==> src/lirs_pkg.sv <==
package lirs_pkg;

   localparam int SAMPLE_WIDTH_DEFAULT = 24;
   localparam int FRAC_BITS_DEFAULT    = 24;
   localparam int MAX_BURST_DEFAULT    = 16;

   // Configuration register widths are fixed by the register map.
   localparam int STEP_WIDTH      = 32;
   localparam int CSR_DATA_WIDTH  = 32;
   localparam int CSR_INDEX_WIDTH = 1;

   // Words held between the front and the back.
   localparam int QUEUE_DEPTH = 2;

   typedef enum logic [CSR_INDEX_WIDTH-1:0] {
      CSR_STEP   = 1'b0,
      CSR_BYPASS = 1'b1
   } csr_index_type;

endpackage

==> src/lirs_queue.sv <==
module lirs_queue import lirs_pkg::*; #(
   parameter int WIDTH = 49,
   parameter int DEPTH = QUEUE_DEPTH
) (
   input  logic             clock,
   input  logic             reset,
   input  logic             push,
   input  logic [WIDTH-1:0] push_data,
   output logic             full,
   input  logic             pop,
   output logic             head_valid,
   output logic [WIDTH-1:0] head_data
);

   localparam int PTR_W = (DEPTH > 1) ? $clog2(DEPTH) : 1;
   localparam int CNT_W = $clog2(DEPTH + 1);

   logic [WIDTH-1:0] mem_ff [DEPTH];
   logic [PTR_W-1:0] wr_ptr_ff, wr_ptr_in;
   logic [PTR_W-1:0] rd_ptr_ff, rd_ptr_in;
   logic [CNT_W-1:0] count_ff, count_in;
   logic             do_push, do_pop;

   assign full       = (count_ff == CNT_W'(DEPTH));
   assign head_valid = (count_ff != '0);
   assign head_data  = mem_ff[rd_ptr_ff];
   assign do_push    = push && !full;
   assign do_pop     = pop && head_valid;

   always_comb begin
      wr_ptr_in = wr_ptr_ff;
      rd_ptr_in = rd_ptr_ff;
      count_in  = count_ff;
      if (do_push) begin
         wr_ptr_in = (wr_ptr_ff == PTR_W'(DEPTH - 1)) ? '0 : wr_ptr_ff + PTR_W'(1);
      end
      if (do_pop) begin
         rd_ptr_in = (rd_ptr_ff == PTR_W'(DEPTH - 1)) ? '0 : rd_ptr_ff + PTR_W'(1);
      end
      if (do_push && !do_pop) begin
         count_in = count_ff + CNT_W'(1);
      end else if (do_pop && !do_push) begin
         count_in = count_ff - CNT_W'(1);
      end
   end

   always_ff @(posedge clock) begin
      if (reset) begin
         wr_ptr_ff <= '0;
         rd_ptr_ff <= '0;
         count_ff  <= '0;
      end else begin
         wr_ptr_ff <= wr_ptr_in;
         rd_ptr_ff <= rd_ptr_in;
         count_ff  <= count_in;
      end
      if (do_push) begin
         mem_ff[wr_ptr_ff] <= push_data;
      end
   end

endmodule

==> src/lirs_front.sv <==
module lirs_front import lirs_pkg::*; #(
   parameter int SAMPLE_WIDTH = SAMPLE_WIDTH_DEFAULT
) (
   input  logic                      clock,
   input  logic                      reset,
   input  logic                      req_valid,
   output logic                      req_stall,
   input  logic [SAMPLE_WIDTH-1:0]   req_sample_in,
   input  logic                      bypass,
   input  logic                      step_zero,
   input  logic                      queue_full,
   output logic                      push,
   output logic [2*SAMPLE_WIDTH:0]   push_data
);

   logic                    accept;
   logic                    have_ff, have_in;
   logic [SAMPLE_WIDTH-1:0] prev_ff, prev_in;

   assign req_stall = queue_full;
   assign accept    = req_valid && !queue_full;

   // Bypass words and interpolation words go to the back; a zero step drops
   // the word and the first sample after reset is only stored.
   always_comb begin
      have_in   = have_ff;
      prev_in   = prev_ff;
      push      = 1'b0;
      push_data = {bypass, req_sample_in, prev_ff};
      if (accept) begin
         if (bypass) begin
            push = 1'b1;
         end else if (!step_zero) begin
            have_in = 1'b1;
            prev_in = req_sample_in;
            push    = have_ff;
         end
      end
   end

   always_ff @(posedge clock) begin
      if (reset) begin
         have_ff <= 1'b0;
         prev_ff <= '0;
      end else begin
         have_ff <= have_in;
         prev_ff <= prev_in;
      end
   end

endmodule

==> src/lirs_back.sv <==
module lirs_back import lirs_pkg::*; #(
   parameter int SAMPLE_WIDTH = SAMPLE_WIDTH_DEFAULT,
   parameter int FRAC_BITS    = FRAC_BITS_DEFAULT,
   parameter int MAX_BURST    = MAX_BURST_DEFAULT
) (
   input  logic                    clock,
   input  logic                    reset,
   input  logic                    head_valid,
   input  logic [2*SAMPLE_WIDTH:0] head_data,
   output logic                    head_pop,
   input  logic [STEP_WIDTH-1:0]   step,
   output logic                    rsp_valid,
   input  logic                    rsp_stall,
   output logic [SAMPLE_WIDTH-1:0] rsp_sample_out,
   output logic                    rsp_last_of_run
);

   localparam int PH_W   = FRAC_BITS + 8;
   localparam int SUM_W  = ((PH_W > STEP_WIDTH) ? PH_W : STEP_WIDTH) + 1;
   localparam int CNT_W  = $clog2(MAX_BURST + 1);
   localparam int PROD_W = SAMPLE_WIDTH + FRAC_BITS + 2;
   localparam logic [PH_W-1:0] PHASE_ONE = PH_W'(1) << FRAC_BITS;
   localparam logic [PH_W-1:0] PHASE_MAX = {PH_W{1'b1}};

   logic                    is_bypass;
   logic [SAMPLE_WIDTH-1:0] cur, prev;
   logic [PH_W-1:0]         phase_ff, phase_in;
   logic [CNT_W-1:0]        cnt_ff, cnt_in;
   logic [SUM_W-1:0]        phase_sum;
   logic [PH_W-1:0]         phase_sat, phase_consumed;
   logic                    below_one, burst_end;
   logic                    issue, issue_last;

   logic signed [SAMPLE_WIDTH:0] diff;
   logic signed [FRAC_BITS:0]    frac;
   logic signed [PROD_W-1:0]     prod;

   // Product stage, then the output register.
   logic                     p_valid_ff, p_valid_in;
   logic                     p_bypass_ff;
   logic                     p_last_ff;
   logic [SAMPLE_WIDTH-1:0]  p_base_ff;
   logic signed [PROD_W-1:0] p_prod_ff;
   logic                     o_valid_ff, o_valid_in;
   logic [SAMPLE_WIDTH-1:0]  o_sample_ff;
   logic                     o_last_ff;
   logic                     o_adv, p_free;

   logic signed [PROD_W-1:0]     shifted;
   logic signed [SAMPLE_WIDTH+1:0] interp;

   assign is_bypass = head_data[2*SAMPLE_WIDTH];
   assign cur       = head_data[2*SAMPLE_WIDTH-1:SAMPLE_WIDTH];
   assign prev      = head_data[SAMPLE_WIDTH-1:0];

   assign o_adv  = !o_valid_ff || !rsp_stall;
   assign p_free = !p_valid_ff || o_adv;

   assign below_one      = (phase_ff < PHASE_ONE);
   assign phase_sum      = SUM_W'(phase_ff) + SUM_W'(step);
   assign phase_sat      = (phase_sum > SUM_W'(PHASE_MAX)) ? PHASE_MAX : phase_sum[PH_W-1:0];
   assign burst_end      = (phase_sat >= PHASE_ONE) || (cnt_ff == CNT_W'(MAX_BURST - 1));
   // The consume step of a word is folded into its last result.
   assign phase_consumed = (phase_sat >= PHASE_ONE) ? phase_sat - PHASE_ONE : '0;

   assign diff = $signed({cur[SAMPLE_WIDTH-1], cur}) - $signed({prev[SAMPLE_WIDTH-1], prev});
   assign frac = $signed({1'b0, phase_ff[FRAC_BITS-1:0]});
   assign prod = diff * frac;

   always_comb begin
      phase_in   = phase_ff;
      cnt_in     = cnt_ff;
      issue      = 1'b0;
      issue_last = 1'b0;
      head_pop   = 1'b0;
      if (head_valid && p_free) begin
         if (is_bypass) begin
            issue      = 1'b1;
            issue_last = 1'b1;
            head_pop   = 1'b1;
         end else if (below_one) begin
            issue = 1'b1;
            if (burst_end) begin
               issue_last = 1'b1;
               head_pop   = 1'b1;
               cnt_in     = '0;
               phase_in   = phase_consumed;
            end else begin
               cnt_in   = cnt_ff + CNT_W'(1);
               phase_in = phase_sat;
            end
         end else begin
            // Phase already past this interval: the sample is skipped.
            head_pop = 1'b1;
            phase_in = phase_ff - PHASE_ONE;
         end
      end
   end

   assign p_valid_in = issue || (p_valid_ff && !o_adv);
   assign o_valid_in = o_adv ? p_valid_ff : o_valid_ff;

   // Arithmetic shift gives the floor of the scaled product.
   assign shifted = p_prod_ff >>> FRAC_BITS;
   assign interp  = $signed({{2{p_base_ff[SAMPLE_WIDTH-1]}}, p_base_ff})
                  + $signed(shifted[SAMPLE_WIDTH+1:0]);

   always_ff @(posedge clock) begin
      if (reset) begin
         phase_ff   <= '0;
         cnt_ff     <= '0;
         p_valid_ff <= 1'b0;
         o_valid_ff <= 1'b0;
      end else begin
         phase_ff   <= phase_in;
         cnt_ff     <= cnt_in;
         p_valid_ff <= p_valid_in;
         o_valid_ff <= o_valid_in;
      end
      if (issue) begin
         p_bypass_ff <= is_bypass;
         p_last_ff   <= issue_last;
         p_base_ff   <= is_bypass ? cur : prev;
         p_prod_ff   <= prod;
      end
      if (o_adv && p_valid_ff) begin
         o_sample_ff <= p_bypass_ff ? p_base_ff : interp[SAMPLE_WIDTH-1:0];
         o_last_ff   <= p_last_ff;
      end
   end

   assign rsp_valid       = o_valid_ff;
   assign rsp_sample_out  = o_sample_ff;
   assign rsp_last_of_run = o_last_ff;

endmodule

==> src/linear_interp_resampler_unit.sv <==
// Linear-interpolation sample-rate converter for one mono channel.
// Input words (req_) carry one signed sample each; result words (rsp_)
// carry an output sample and last_of_run, set on the final result that an
// input word causes. Both channels move a word when valid is high and
// stall is low.
// The csr_ port writes step (index 0, rate ratio with FRAC_BITS fraction
// bits) and bypass (index 1); write it only while the block is idle.
// Input words enter a two-word queue and are taken whenever it has room,
// also while a result waits on a stalled receiver. The back end emits one
// result per cycle while the receiver does not stall, up to MAX_BURST per
// input word; a bypass word gives one result, and a word whose phase is
// already past its interval gives none and is skipped. A result passes
// through the queue, then the product register, then the output register.
// A stalled receiver holds the output word; the back end fills its product
// register and then waits, and the queue stalls the input once full.
// Reset clears the phase, the stored sample and all queued words, and sets
// step to 1.0 and bypass to 0.
module linear_interp_resampler_unit import lirs_pkg::*; #(
   parameter int SAMPLE_WIDTH = SAMPLE_WIDTH_DEFAULT,
   parameter int FRAC_BITS    = FRAC_BITS_DEFAULT,
   parameter int MAX_BURST    = MAX_BURST_DEFAULT
) (
   input  logic                       clock,
   input  logic                       reset,
   input  logic                       req_valid,
   output logic                       req_stall,
   input  logic [SAMPLE_WIDTH-1:0]    req_sample_in,
   output logic                       rsp_valid,
   input  logic                       rsp_stall,
   output logic [SAMPLE_WIDTH-1:0]    rsp_sample_out,
   output logic                       rsp_last_of_run,
   input  logic                       csr_write,
   input  logic [CSR_INDEX_WIDTH-1:0] csr_index,
   input  logic [CSR_DATA_WIDTH-1:0]  csr_wdata
);

   localparam int QW = 2 * SAMPLE_WIDTH + 1;

   logic [STEP_WIDTH-1:0] step_ff, step_in;
   logic                  bypass_ff, bypass_in;
   logic                  queue_full, push, head_valid, head_pop;
   logic [QW-1:0]         push_data, head_data;

   always_comb begin
      step_in   = step_ff;
      bypass_in = bypass_ff;
      if (csr_write) begin
         unique case (csr_index)
            CSR_STEP:   step_in   = csr_wdata[STEP_WIDTH-1:0];
            CSR_BYPASS: bypass_in = csr_wdata[0];
            default:    ;
         endcase
      end
   end

   always_ff @(posedge clock) begin
      if (reset) begin
         step_ff   <= STEP_WIDTH'(1) << FRAC_BITS;
         bypass_ff <= 1'b0;
      end else begin
         step_ff   <= step_in;
         bypass_ff <= bypass_in;
      end
   end

   lirs_front #(
      .SAMPLE_WIDTH(SAMPLE_WIDTH)
   ) u_front (
      .clock        (clock),
      .reset        (reset),
      .req_valid    (req_valid),
      .req_stall    (req_stall),
      .req_sample_in(req_sample_in),
      .bypass       (bypass_ff),
      .step_zero    (step_ff == '0),
      .queue_full   (queue_full),
      .push         (push),
      .push_data    (push_data)
   );

   lirs_queue #(
      .WIDTH(QW),
      .DEPTH(QUEUE_DEPTH)
   ) u_queue (
      .clock     (clock),
      .reset     (reset),
      .push      (push),
      .push_data (push_data),
      .full      (queue_full),
      .pop       (head_pop),
      .head_valid(head_valid),
      .head_data (head_data)
   );

   lirs_back #(
      .SAMPLE_WIDTH(SAMPLE_WIDTH),
      .FRAC_BITS   (FRAC_BITS),
      .MAX_BURST   (MAX_BURST)
   ) u_back (
      .clock          (clock),
      .reset          (reset),
      .head_valid     (head_valid),
      .head_data      (head_data),
      .head_pop       (head_pop),
      .step           (step_ff),
      .rsp_valid      (rsp_valid),
      .rsp_stall      (rsp_stall),
      .rsp_sample_out (rsp_sample_out),
      .rsp_last_of_run(rsp_last_of_run)
   );

endmodule

==> config.mk <==
export PLATFORM = sky130hd
export DESIGN_NAME = linear_interp_resampler_unit
export DESIGN_NICKNAME = d
export VERILOG_FILES = /design/src/lirs_pkg.sv /design/src/lirs_queue.sv /design/src/lirs_front.sv /design/src/lirs_back.sv /design/src/linear_interp_resampler_unit.sv
export SDC_FILE = /design/constraint.sdc
export NUM_CORES = 2
export LEC_CHECK = 0
export CORE_MARGIN = 5
export CORE_UTILIZATION = 43
export CTS_BUF_LIST = sky130_fd_sc_hd__clkbuf_4 sky130_fd_sc_hd__clkbuf_8
export CTS_CLUSTER_DIAMETER = 50
export DETAILED_ROUTE_END_ITERATION = 6
export DONT_BUFFER_PORTS = 1
export GPL_TIMING_DRIVEN = 0
export HOLD_SLACK_MARGIN = 0.12
export SLEW_MARGIN = 20
export SYNTH_ARGS = -nofsm -noshare
export SYNTH_HDL_FRONTEND = slang
export SYNTH_SLANG_ARGS = --single-unit
==> constraint.sdc <==
create_clock -name clock -period 26 [get_ports clock]
set_clock_uncertainty 0.1 [all_clocks]
set_input_delay 5.2 -clock clock [delete_from_list [all_inputs] [get_ports clock]]
set_output_delay 5.2 -clock clock [all_outputs]
set_load 0.02 [all_outputs]
Word-level counts from Yosys, hierarchy flattened. Memories as Yosys holds them, arrays and structs flattened. A register that Yosys moved wholly into a read port is not among the register bits. Cells that the tools add are included.

Add/subtract/negate cells: 10. Multipliers: 1. Magnitude comparators: 3. Eq/ne operators: 2. Multiplexer cells: 27. Bitwise gates (word level): 4. Reductions and logical operators: 27.

Operators by type and width (number): $mux 32 (4); $sub 32x25->32 const B (2); $mul 25x25->48 (1); $mux 24 (2); $add 32x32->33 (1); $gt 33x32->1 const B (1); $ge 32x25->1 const B (1); $logic_not 32->1 (1); $lt 32x25->1 const B (1); $sub 24x24->25 (1); $add 24x24->24 (1); $mux 1 (18); $logic_and 1x1->1 (8); $logic_not 1->1 (7); $reduce_and 2->1 (3); $reduce_and 3->1 (2); $add 5x1->5 const B (1); $eq 5x4->1 const B (1); $mux 5 (1); $logic_or 1x1->1 (4); $mux 2 (2); $not 1->1 (4); $reduce_bool 2->1 (2); $add 1x1->1 const B (2); other kinds (3) (3).

Register bits after elaboration: 200. Bits in writable memories: 98. Input bits: 62. Output and inout port bits: 27. Word-level logic and storage cells: 92. Memories: 1.

Memory list: u_queue.mem_ff (depth 2, width 49, read ports 1, clocked after memory_dff 1, write ports 1, RTL line lirs_queue.sv:18) `logic [WIDTH-1:0] mem_ff [DEPTH];`.

Logic depth before layout (Yosys ltp).
Depth in word-level cells: 13. Mapped depth: 45. Depth with buffers taken out: 42.

Modules after synthesis. Synthesis repeated with hierarchy kept, for this count alone.

Cell total of the unflattened synthesis: 3780. Area, all modules: 36408.7 µm².

By module, submodules not included: lirs_back (instances 1, cells an instance 3310, area each 30018.8 µm², sequential area each 3032.9 µm²); lirs_queue (instances 1, cells an instance 177, area each 3748.6 µm², sequential area each 3042.9 µm²); lirs_front (instances 1, cells an instance 136, area each 1362.6 µm², sequential area each 500.5 µm²); linear_interp_resampler_unit (instances 1, cells an instance 157, area each 1278.7 µm², sequential area each 660.6 µm²).

Worst setup path after synthesis. OpenSTA, ideal clock, no wires.

Kind: register to register. From: register (tool-made name). To: register u_back.p_prod_ff[47] (data pin). Library setup time: 260 ps. Arrival: 10662 ps. Required time: 25640 ps. Path slack: 14978 ps. Cell stages (with the launch flop): 44. Path buffers: 3. Clock period less this slack: 11022 ps. Cells stage by stage: dfxtp_1 -> buf_1 -> clkbuf_1 -> mux2i_1 -> ha_1 -> fa_1 -> nor2b_1 -> o21ai_0 -> a21boi_0 -> o21ai_0 -> a21oi_1 -> nor3b_1 -> o31ai_1 -> a311oi_1 -> o21bai_1 -> a21oi_1 -> xnor2_1 -> clkbuf_1 -> [... 8 more ...] -> fa_1 -> inv_1 -> fa_1 -> fa_1 -> inv_1 -> ha_1 -> a211oi_1 -> o21ai_0 -> a221oi_1 -> a2111oi_0 -> a221oi_1 -> o31ai_1 -> a221oi_1 -> nor2b_1 -> o21a_1 -> o21a_1 -> nor2_1 -> xnor2_1.

RTL lines: to (signal assigned) (RTL line lirs_back.sv:124) `p_prod_ff <= prod;`; to (decl) (RTL line lirs_back.sv:43) `logic signed [PROD_W-1:0] p_prod_ff;`.

==> metrics.txt <==
layout cells sized above 1 0.0458; CTS Buf Count 49; Worst Path Buf+Inv 8; Internal 1.51 mW; CTS max path bufs 3; crit-path most repeated cell fa_1; CTS tree built; Residual DRC 0; Sum Neg Setup Slack 0 ns; Hold Vio Cnt, Final 0; CTS root buf clkbuf_8; Worst slew margin 0.194; Final HPWL DP 83900 um; worst endpoint required time 26.28 ns; Starting Density 0.433; RSZ-0062 raised after global routing false; die width 297 um; Multi-input gate area 25000 um^2; Sw Share 0.533; Synth Instances 3654; power density over the cells 84.8 nW/um^2; # hold bufs at CTS 0; distinct cell type count after synthesis 79; Crit. End Element flop; Combinational Power Share 0.646; Synth warnings 0; startpoint types flop; post-layout instance area 38100 um^2; htree depth 2; Core ar. 81800 um^2; FILL cells 7902; Ports 89; critical path's top delay family compound AO/OA/AOI/OAI gates; Routed Antenna Nets 0; vias in the first global route 26517; post-synth top area share 0.346; buffers added on ports 0; post-DR vias/cell 5.27; Psw 1.72 mW; Die Area 88200 um^2; Synth Register Bits 275; dominant synthesized flop cell edfxtp_1; Routed WL 104000 um; Reg power frac 0.215; worst-path maximum fanout 10; placer congestion estimate 0.978; DR vias 25442; Reg area 7240 um^2; Avg Cell Area, Syn 9.69 um^2; Synth area leader fa_1; WL/cell 21.5 um; global-route wire length before repair 161000 um; clock latency on the worst-skew pair 0.65 ns; MaxCap Viol Count 0; DR pass1 iterations 5; Mapped Nets 4550; Slowest-stage cell, CP a221oi_1; clock tree sinks 275; status finished, final reports clean; worst vdd ir 84.0 uV; mapped cell area 35400 um^2; Rows 105; Final nets 4611; Placed Area 37000 um^2; Setup Crit Path Kind flop to flop; Layout area overhead 7.50%; Place WS 10.85 ns; antenna violations before repair 7; Clk pin slew, worst setup/hold paths 0.07 ns; post_cts resized 0; max incr delay on CP 0.98 ns; Die Ht 297 um; Worst Max-Slew Pin Slew 1.20 ns; Leak 18.1 nW; Overflow after GRT 0; Tot GR Track Use 0.238; fmax 65.6 MHz; fin crit period 15.24 ns; total chip power 3.23 mW; post-route clock period utilization 0.586; number of DRC markers in iteration 0 1779; final setup vio count 0; crit path DAT 15.52 ns; top post-synthesis cells by area fa_1, edfxtp_1, ha_1, inv_1, dfxtp_1; Hold/Removal Path Class flop to flop; EDFF count, synth 173; Hold Slack 0.351 ns; fraction of registers with async set/reset 0; Clock Power Share 0.140; PnR worst setup slack 10.76 ns; post-synthesis sequential area ratio 0.204; pin count of the biggest net entering global routing 49; Post-CTS Setup Bufs 0; final slew viol count 0
-- routing by layer --
layer  GRT usage  part of all wire
met1       0.311              0.41
met2       0.396              0.47
met3      0.0516             0.080
met4      0.0809             0.041
met5           0           0.00025
-- synthesized netlist by cell type, types with 68 or more instances --
| cell type | n |
|---|---|
| nand2_1 | 430 |
| o21ai_0 | 68 |
| inv_1 | 694 |
| nor2_1 | 136 |
| xnor2_1 | 79 |
| fa_1 | 612 |
| clkbuf_1 | 137 |
| and2_1 | 309 |
| edfxtp_1 | 173 |
| dfxtp_1 | 102 |
| ha_1 | 222 |
| a21oi_1 | 154 |
-- flip-flops by register name (all words and copies together) (netlist names), 2 cells and up, named ones only --
name                   cells
u_queue.count_ff           2
step_ff                   32
u_back.p_prod_ff          24
u_back.p_base_ff          24
u_back.phase_ff           32
u_queue.mem_ff            98
u_front.prev_ff           24
u_back.cnt_ff              5
u_back.rsp_sample_out     24
-- worst paths after layout --
path	slack, ns	start	end	cells after the start
worst max-delay path	10.76	flop	u_back.p_prod_ff[47]$_DFFE_PP_	43
worst min-delay path	0.35	u_front.prev_ff[0]$_SDFFE_PP0P_	u_queue.mem_ff[1][0]$_DFFE_PP_	0
worst max register to register	10.76	flop	u_back.p_prod_ff[47]$_DFFE_PP_	43
worst min register to register	0.35	u_front.prev_ff[0]$_SDFFE_PP0P_	u_queue.mem_ff[1][0]$_DFFE_PP_	0
-- through the flow --
stage,std cells,util
after floorplan,3654,-
after global placement,4724,0.449
after detailed placement,4734,0.451
after CTS,4826,0.465
after global routing,4827,0.465
final,4830,0.465
-- cell type report --
cell class,instances,area share
buffer,157,0.0166
inverter,694,0.0684
sequential,275,0.190
multi-input combinational,2528,0.657
clock buffer,71,0.0235
tap,1070,0.0352
antenna,4,0.000263
timing repair buffer,10,0.00345
clock inverter,21,0.00529
-- kinds of logic (layout without fill, tap and decap cells) --
| group | count (synthesis) | in the layout | share of synthesized area |
|---|---|---|---|
| and+or+nand+nor | 1083 | 1083 | 0.150 |
| other | 0 | 4 | 0 |
| adders and majority gates | 835 | 835 | 0.425 |
| xor gates and xnor gates | 119 | 119 | 0.0297 |
| DFF | 275 | 275 | 0.204 |
| buffers and inverters | 851 | 953 | 0.0914 |
| AOI/OAI and AO/OA | 410 | 410 | 0.0754 |
| muxes | 81 | 81 | 0.0239 |
-- layout by cell type, fill, tap and decap left out, types with 8 or more instances in the layout --
| cell | n |
|---|---|
| inv_1 | 693 |
| fa_1 | 612 |
| nand2_1 | 430 |
| and2_1 | 308 |
| ha_1 | 222 |
| edfxtp_1 | 173 |
| a21oi_1 | 154 |
| clkbuf_1 | 137 |
| nor2_1 | 136 |
| dfxtp_1 | 102 |
| xnor2_1 | 72 |
| o21ai_0 | 68 |
| clkbuf_8 | 58 |
| mux2i_1 | 54 |
| nor2b_1 | 47 |
| a21o_1 | 44 |
| xor2_1 | 38 |
| nand3_1 | 29 |
| nor3_1 | 29 |
| nand2b_1 | 27 |
| mux2_2 | 27 |
| o21a_1 | 22 |
| and3_1 | 19 |
| or3_1 | 14 |
| clkbuf_4 | 13 |
| buf_1 | 12 |
| nor4_1 | 10 |
| a31oi_1 | 10 |
| a211oi_1 | 10 |
| o31ai_1 | 9 |
| a22o_1 | 8 |
-- power groups by stage --
stage                     Sequential (mW)  Clock (mW)  Combinational (mW)
final                               0.693       0.451                2.08
after global routing                0.702       0.485                2.28
after CTS                           0.694       0.468                2.07
after detailed placement            0.703           0                2.06
after global placement              0.710           0                2.02
after floorplan                     0.674           0                1.28
Power figures use the tool's default switching activity.
